==> config.mk <==
export PLATFORM = sky130hd
export DESIGN_NAME = route_longest_prefix_match_top
export DESIGN_NICKNAME = d
export VERILOG_FILES = /design/src/rlpm_pkg.sv /design/src/rlpm_ram.sv /design/src/rlpm_cmp.sv /design/src/route_longest_prefix_match_top.sv
export SDC_FILE = /design/constraint.sdc
export NUM_CORES = 2
export LEC_CHECK = 0
export ABC_AREA = 0
export BUFFER_PORTS_ARGS = -buffer_cell sky130_fd_sc_hd__buf_2
export CORE_MARGIN = 5
export CORE_UTILIZATION = 48
export CTS_CLUSTER_DIAMETER = 50
export DETAILED_ROUTE_END_ITERATION = 8
export SLEW_MARGIN = 5
export SYNTH_ARGS = -nofsm -noshare
export SYNTH_HDL_FRONTEND = slang
export SYNTH_SLANG_ARGS = --single-unit
==> constraint.sdc <==
create_clock -name clk -period 13.67 [get_ports clk]
set_clock_uncertainty 0.05 [all_clocks]
set_input_delay 1.367 -clock clk [delete_from_list [all_inputs] [get_ports clk]]
set_output_delay 1.367 -clock clk [all_outputs]
set_load 0.05 [all_outputs]
==> src/rlpm_pkg.sv <==
package rlpm_pkg;

    // Field widths (fixed by the item format)
    localparam int IDX_W  = 5;
    localparam int ADDR_W = 32;

    // Stream kind codes carried on s_tuser
    localparam logic KIND_WRITE  = 1'b0;
    localparam logic KIND_LOOKUP = 1'b1;

    // Input tdata layout, lowest bit first
    localparam int IN_IDX_LO   = 0;
    localparam int IN_DEST_LO  = IN_IDX_LO + IDX_W;
    localparam int IN_MASK_LO  = IN_DEST_LO + ADDR_W;
    localparam int IN_VALID_LO = IN_MASK_LO + ADDR_W;
    localparam int IN_ADDR_LO  = IN_VALID_LO + 1;
    localparam int IN_BITS     = IN_ADDR_LO + ADDR_W;
    localparam int IN_TDATA_W  = ((IN_BITS + 7) / 8) * 8;

    // Output tdata layout, lowest bit first
    localparam int OUT_FOUND_LO = 0;
    localparam int OUT_IDX_LO   = OUT_FOUND_LO + 1;
    localparam int OUT_MASK_LO  = OUT_IDX_LO + IDX_W;
    localparam int OUT_BITS     = OUT_MASK_LO + ADDR_W;
    localparam int OUT_TDATA_W  = ((OUT_BITS + 7) / 8) * 8;

    // Running best match of a scan
    typedef struct packed {
        logic              hit;
        logic [IDX_W-1:0]  idx;
        logic [ADDR_W-1:0] mask;
    } rlpm_best_t;

endpackage

==> src/rlpm_ram.sv <==
module rlpm_ram
    #(
        parameter int WIDTH = 64,
        parameter int DEPTH = 32,
        localparam int AW   = (DEPTH > 1) ? $clog2(DEPTH) : 1
    )
    (
        input  logic             clk,
        input  logic             wr_en,
        input  logic [AW-1:0]    wr_addr,
        input  logic [WIDTH-1:0] wr_data,
        input  logic             rd_en,
        input  logic [AW-1:0]    rd_addr,
        output logic [WIDTH-1:0] rd_data
    );

    logic [WIDTH-1:0] mem [DEPTH];

    always_ff @(posedge clk)
    begin
        if (wr_en)
        begin
            mem[wr_addr] <= wr_data;
        end
        if (rd_en)
        begin
            rd_data <= mem[rd_addr];
        end
    end

endmodule

==> src/rlpm_cmp.sv <==
module rlpm_cmp
    import rlpm_pkg::*;
    (
        input  logic [ADDR_W-1:0] addr,
        input  logic [ADDR_W-1:0] dest,
        input  logic [ADDR_W-1:0] mask,
        input  logic              slot_valid,
        input  logic [IDX_W-1:0]  slot_idx,
        input  rlpm_best_t        best_in,
        output rlpm_best_t        best_out
    );

    logic match;
    logic take;

    // prefix match, then strictly greater mask (earlier slot keeps a tie)
    assign match = ((addr ^ dest) & mask) == '0;
    assign take  = slot_valid && match && (!best_in.hit || (mask > best_in.mask));

    always_comb
    begin
        best_out = best_in;
        if (take)
        begin
            best_out.hit  = 1'b1;
            best_out.idx  = slot_idx;
            best_out.mask = mask;
        end
    end

endmodule

==> src/route_longest_prefix_match_top.sv <==
// Channel  | Dir | Handshake         | Payload
// ---------+-----+-------------------+-------------------------------------------
// s_*      | in  | s_tvalid/s_tready | tuser kind, tdata entry or lookup address
// m_*      | out | m_tvalid/m_tready | tdata found, match_index, match_mask
//
// A write transfer writes its slot at the accepting edge.
// A lookup is accepted in IDLE; in SCAN one compare unit then walks the route
// RAM one slot per cycle, DRAIN covers the read latency and DONE loads the
// output register. SLOTS is min(TABLE_DEPTH, 32), as entry_index reaches 31.
// Reset clears the valid bits and control only; no clearing pass is needed.
// s_tready is high only while idle. The result sits in an output register, so
// a new transfer is taken while m_tready holds the previous result back; a
// finished lookup waits in DONE if the output register is still full.
module route_longest_prefix_match_top
    import rlpm_pkg::*;
    #(
        parameter int TABLE_DEPTH = 32
    )
    (
        input  logic                   clk,
        input  logic                   rst_n,
        input  logic                   s_tvalid,
        output logic                   s_tready,
        // [4:0] entry_index, [36:5] entry_dest, [68:37] entry_mask,
        // [69] entry_valid, [101:70] lookup_address, [103:102] zero
        input  logic [IN_TDATA_W-1:0]  s_tdata,
        // [0] kind
        input  logic                   s_tuser,
        output logic                   m_tvalid,
        input  logic                   m_tready,
        // [0] found, [5:1] match_index, [37:6] match_mask, [39:38] zero
        output logic [OUT_TDATA_W-1:0] m_tdata
    );

    // Only slots below 32 can ever be written
    localparam int SLOTS = (TABLE_DEPTH < 32) ? TABLE_DEPTH : 32;
    localparam int AW    = (SLOTS > 1) ? $clog2(SLOTS) : 1;
    localparam logic [IDX_W:0] SLOTS_LIM = (IDX_W + 1)'(SLOTS);
    localparam logic [AW-1:0]  LAST_SLOT = AW'(SLOTS - 1);

    localparam logic [1:0] ST_IDLE  = 2'd0;
    localparam logic [1:0] ST_SCAN  = 2'd1;
    localparam logic [1:0] ST_DRAIN = 2'd2;
    localparam logic [1:0] ST_DONE  = 2'd3;

    logic [1:0]        state_reg, state_next;
    logic [AW-1:0]     rd_cnt_reg, rd_cnt_next;
    logic              cmp_vld_reg, cmp_vld_next;
    logic [AW-1:0]     cmp_idx_reg, cmp_idx_next;
    logic [ADDR_W-1:0] addr_reg, addr_next;
    rlpm_best_t        best_reg, best_next;
    logic [SLOTS-1:0]  valid_reg, valid_next;
    logic              out_vld_reg, out_vld_next;
    rlpm_best_t        out_reg, out_next;

    // input field split
    logic [IDX_W-1:0]  in_idx;
    logic [ADDR_W-1:0] in_dest;
    logic [ADDR_W-1:0] in_mask;
    logic              in_valid;
    logic [ADDR_W-1:0] in_addr;

    assign in_idx   = s_tdata[IN_IDX_LO +: IDX_W];
    assign in_dest  = s_tdata[IN_DEST_LO +: ADDR_W];
    assign in_mask  = s_tdata[IN_MASK_LO +: ADDR_W];
    assign in_valid = s_tdata[IN_VALID_LO];
    assign in_addr  = s_tdata[IN_ADDR_LO +: ADDR_W];

    logic in_xfer;
    logic wr_hit;
    logic rd_en;
    logic [2*ADDR_W-1:0] rd_data;
    rlpm_best_t          cmp_best;

    assign s_tready = (state_reg == ST_IDLE);
    assign in_xfer  = s_tvalid && s_tready;
    assign wr_hit   = in_xfer && (s_tuser == KIND_WRITE) && ({1'b0, in_idx} < SLOTS_LIM);
    assign rd_en    = (state_reg == ST_SCAN);

    // route RAM, {mask, dest} per slot
    rlpm_ram
        #(
            .WIDTH (2 * ADDR_W),
            .DEPTH (SLOTS)
        )
        u_ram
        (
            .clk     (clk),
            .wr_en   (wr_hit),
            .wr_addr (AW'(in_idx)),
            .wr_data ({in_mask, in_dest}),
            .rd_en   (rd_en),
            .rd_addr (rd_cnt_reg),
            .rd_data (rd_data)
        );

    // shared compare unit, one slot per cycle
    rlpm_cmp u_cmp
        (
            .addr       (addr_reg),
            .dest       (rd_data[ADDR_W-1:0]),
            .mask       (rd_data[2*ADDR_W-1:ADDR_W]),
            .slot_valid (valid_reg[cmp_idx_reg]),
            .slot_idx   (IDX_W'(cmp_idx_reg)),
            .best_in    (best_reg),
            .best_out   (cmp_best)
        );

    always_comb
    begin
        state_next   = state_reg;
        rd_cnt_next  = rd_cnt_reg;
        cmp_vld_next = 1'b0;
        cmp_idx_next = rd_cnt_reg;
        addr_next    = addr_reg;
        best_next    = best_reg;
        valid_next   = valid_reg;
        out_vld_next = out_vld_reg;
        out_next     = out_reg;

        if (out_vld_reg && m_tready)
        begin
            out_vld_next = 1'b0;
        end

        if (wr_hit)
        begin
            valid_next[AW'(in_idx)] = in_valid;
        end

        if (cmp_vld_reg)
        begin
            best_next = cmp_best;
        end

        case (state_reg)
            ST_IDLE:
            begin
                if (in_xfer && (s_tuser == KIND_LOOKUP))
                begin
                    addr_next   = in_addr;
                    best_next   = '0;
                    rd_cnt_next = '0;
                    state_next  = ST_SCAN;
                end
            end
            ST_SCAN:
            begin
                cmp_vld_next = 1'b1;
                if (rd_cnt_reg == LAST_SLOT)
                begin
                    state_next = ST_DRAIN;
                end
                else
                begin
                    rd_cnt_next = rd_cnt_reg + AW'(1);
                end
            end
            ST_DRAIN:
            begin
                state_next = ST_DONE;
            end
            ST_DONE:
            begin
                if (!out_vld_reg || m_tready)
                begin
                    out_vld_next = 1'b1;
                    out_next     = best_reg;
                    state_next   = ST_IDLE;
                end
            end
            default:
            begin
                state_next = ST_IDLE;
            end
        endcase
    end

    always_ff @(posedge clk or negedge rst_n)
    begin
        if (!rst_n)
        begin
            state_reg   <= ST_IDLE;
            cmp_vld_reg <= 1'b0;
            valid_reg   <= '0;
            out_vld_reg <= 1'b0;
        end
        else
        begin
            state_reg   <= state_next;
            cmp_vld_reg <= cmp_vld_next;
            valid_reg   <= valid_next;
            out_vld_reg <= out_vld_next;
        end
    end

    // datapath, no reset
    always_ff @(posedge clk)
    begin
        rd_cnt_reg  <= rd_cnt_next;
        cmp_idx_reg <= cmp_idx_next;
        addr_reg    <= addr_next;
        best_reg    <= best_next;
        out_reg     <= out_next;
    end

    assign m_tvalid = out_vld_reg;
    assign m_tdata  = {(OUT_TDATA_W - OUT_BITS)'(0), out_reg.mask, out_reg.idx, out_reg.hit};

    // a result only appears at the end of a scan
    a_out_from_done: assert property (@(posedge clk) disable iff (!rst_n)
        $rose(out_vld_reg) |-> $past(state_reg == ST_DONE))
        else $error("result raised outside DONE");

    // no match means index and mask read as zero
    a_miss_zero: assert property (@(posedge clk) disable iff (!rst_n)
        (m_tvalid && !m_tdata[OUT_FOUND_LO]) |-> (m_tdata[OUT_BITS-1:OUT_IDX_LO] == '0))
        else $error("miss result carries non-zero fields");

    // a write transfer never starts a scan
    a_write_stays_idle: assert property (@(posedge clk) disable iff (!rst_n)
        (in_xfer && (s_tuser == KIND_WRITE)) |=> (state_reg == ST_IDLE))
        else $error("write transfer left IDLE");

    // scan counter stays inside the table
    a_cnt_bound: assert property (@(posedge clk) disable iff (!rst_n)
        (state_reg == ST_SCAN) |-> (rd_cnt_reg <= LAST_SLOT))
        else $error("scan counter beyond last slot");

endmodule

==> impl_metrics.yaml <==
status:
  status: "completed"
sta:
  hold_viol: 0
  relSlewSlack_pct: 22.84
  hold_slack_ns: 0.4072
  fmax_mhz: 217.2
  tightest_slew_ns: 1.157
  post-route-period-util_pct: 33.68
  slew_violations: 0
  rsz0062_at_grt: "no"
  fin_crit_ns: 4.603
  setup_viol: 0
  layout_setup_ws_ns: 9.067
  finalSetupTns_ns: 0
clock_network:
  cts_hold_buf: 0
  root_buffer: "clkbuf_16"
  cts_sinks: 2266
  postCtsSetupBuffers: 0
  cts-resized-gates: 0
  cts_tree: "built"
  clk_latency_ns: 0.87
  cts_inserted_buffers: 230
  cts_max_path_buffers: 3
  clk_pin_slew_ns: 0.06
  htree_num_levels: 4
critical_path:
  rrSetupSlack_ns: 9.07
  ff2ff_path_depth: 9
  crit_type: "flop to flop"
  cp-start-kind: "flop"
  rr_endpoint: "valid_reg[3]"
  required_ns: 14.34
  r2r_start: "state_reg[1]"
  cp-end-kind: "flop"
  crit_fanout: 30
  cp.arrival_ns: 5.28
power:
  pwr-share-seq_pct: 43.4
  peakVddDrop_mv: 0.2086
  pwr-share-comb_pct: 25.0
  powerDensity_nw_per_um2: 192.6
  clkPwrFrac_pct: 31.7
  p_int_w: 0.01358
  p_total_w: 0.01878
  p_switching_w: 0.005194
  p_leak_nw: 30.39
  p_sw_share_pct: 27.66
drt:
  num_vias: 39670
  final_antenna_net_count: 0
  drc: 0
  wl_per_cell_um: 34.52
  vias_per_cell: 6.168
  dr.pass1.iters: 5
  routed_wl_mm: 222.1
  drtIter0Drc: 4186
finish:
  final_common_cell: "edfxtp_1"
  area_growth_pct: 12.78
  layout_common_cells: "edfxtp_1, mux4_2, clkbuf_16"
  final_nets: 4017
  regMostFlops: "u_ram.mem"
  drive_gt1_share_pct: 33.02
  design_area_sq_um: 97480
  reg_top3: "u_ram.mem (2048), u_ram.rd_data (64)"
  largest_register_ffs: 2048
grt:
  grt_max_degree: 128
  grt_pass1_vias: 40429
  grt_use_total_pct: 23.76
  grt_pass1_wl_mm: 312.8
  grt_antenna_before_repair: 22
  grt-ovfl-total: 0
synthesis:
  ys_seq_area_share_pct: 78.02
  ys_ff_latch: 2266
  syn_inst: 3569
  synth_edf_count: 2187
  synthFlopType: "edfxtp_1"
  async_flop_share_pct: 1.589
  ys.warnings.count: 0
  syn-mean-instance-area_sq_um: 24.22
  synth_area_sq_um: 86430
  ys_types: 46
place:
  dp.final_hpwl_mm: 117.1
  place_area_sq_um: 90330
  numPortBuffers: 146
  gp_congestion: 0.8185
  dpl_worst_slack_ns: 8.391
worst_hold_path:
  min_to: "m_tdata[27]"
  worstHoldPathType: "flop to flop"
  hold_depth: 0
  worstHoldStart: "best_reg[21]"
floorplan:
  core_sq_um: 178800
  die_area_sq_um: 188700
  fp.dieW_um: 434.3
  start_util_pct: 48.34
  dieHeight_um: 434.3
  rows: 155
  ios: 151
flow_run:
  cap_violations: 0
-- worst max path at each step --
stage / startpoint / endpoint / slack (ns) / cells after the start
3_3_place_gp: s_tuser / valid_reg[3] / 8.36 / 8
6_report: state_reg[1] / valid_reg[3] / 9.07 / 9
5_1_grt: cmp_idx_next[0] / u_ram.rd_data[49] / 8.80 / 6
4_1_cts: cmp_idx_next[0] / u_ram.rd_data[49] / 8.99 / 6
3_5_place_dp: s_tuser / valid_reg[3] / 8.39 / 8
2_1_floorplan: s_tuser / valid_reg[24] / 8.19 / 5
-- synthesized netlist by cell type (33+ instances only) --
library cell	instances	area (sq um)
edfxtp_1	2187	65670
mux4_2	648	14590
mux2_2	97	1092
clkbuf_1	91	341.6
a21oi_1	50	250.2
nand4_1	45	281.5
dfxtp_1	43	860.8
nor2_1	41	153.9
buf_4	39	292.8
inv_1	39	146.4
ha_1	38	475.5
o21ai_0	37	185.2
dfrtp_1	36	900.9
xor2_1	33	289.0
-- worst max-delay path, stage by stage, from the launching register on --
cell	delay, ns
dfrtp_1	0.41
inv_1	0.14
ha_1	0.32
nand3b_1	0.19
inv_1	0.09
nand3_1	0.63
nor2_4	0.82
buf_4	0.60
buf_4	0.74
mux2_2	0.41
-- stage by stage --
step | util, % | std cells
2_1_floorplan | - | 3570
3_3_place_gp | 50.52 | 5993
3_5_place_dp | 50.52 | 5993
4_1_cts | 54.50 | 6422
5_1_grt | 54.51 | 6425
6_report | 54.52 | 6432
-- metal layers --
layer | vias to the layer above | global-route usage (%) | wire length (um)
li1 | 15983 | - | -
met1 | 21986 | 32.42 | 88890
met2 | 1367 | 39.89 | 113000
met3 | 324 | 3.490 | 12630
met4 | 10 | 7.990 | 7439
met5 | - | 0 | 70
-- final cells by class --
class | count | area (sq um)
diodes | 10 | 25.02
clock buffers | 305 | 6191
clock inverters | 124 | 937.1
fillers | 13411 | 81330
inverters | 39 | 146.4
multi-input cells | 1084 | 18220
flip-flops and latches | 2266 | 67430
well taps | 2355 | 2947
repair buffers | 249 | 1579
-- cell families after synthesis --
logic type / count (synthesis) / share of synthesized area, %
flip-flops: 2266 / 78.02
AO/OA/AOI/OAI: 124 / 0.8425
multiplexers: 747 / 18.17
other: 1 / 0.004339
adder cells (fa/ha/maj): 38 / 0.5501
buffers and inverters: 220 / 1.204
AND/OR/NAND/NOR: 139 / 0.8642
XOR/XNOR: 34 / 0.3445
-- power by group through the flow --
stage | Clock, W | Sequential, W | Combinational [W]
global route | 0.00636 | 0.00815 | 0.00498
global placement | 0 | 0.00828 | 0.00475
floorplan | 0 | 0.00826 | 0.00336
CTS | 0.00606 | 0.00814 | 0.00478
detailed placement | 0 | 0.00828 | 0.00476
finish | 0.00595 | 0.00814 | 0.00469
No activity file was read; power rests on OpenSTA's default activity.
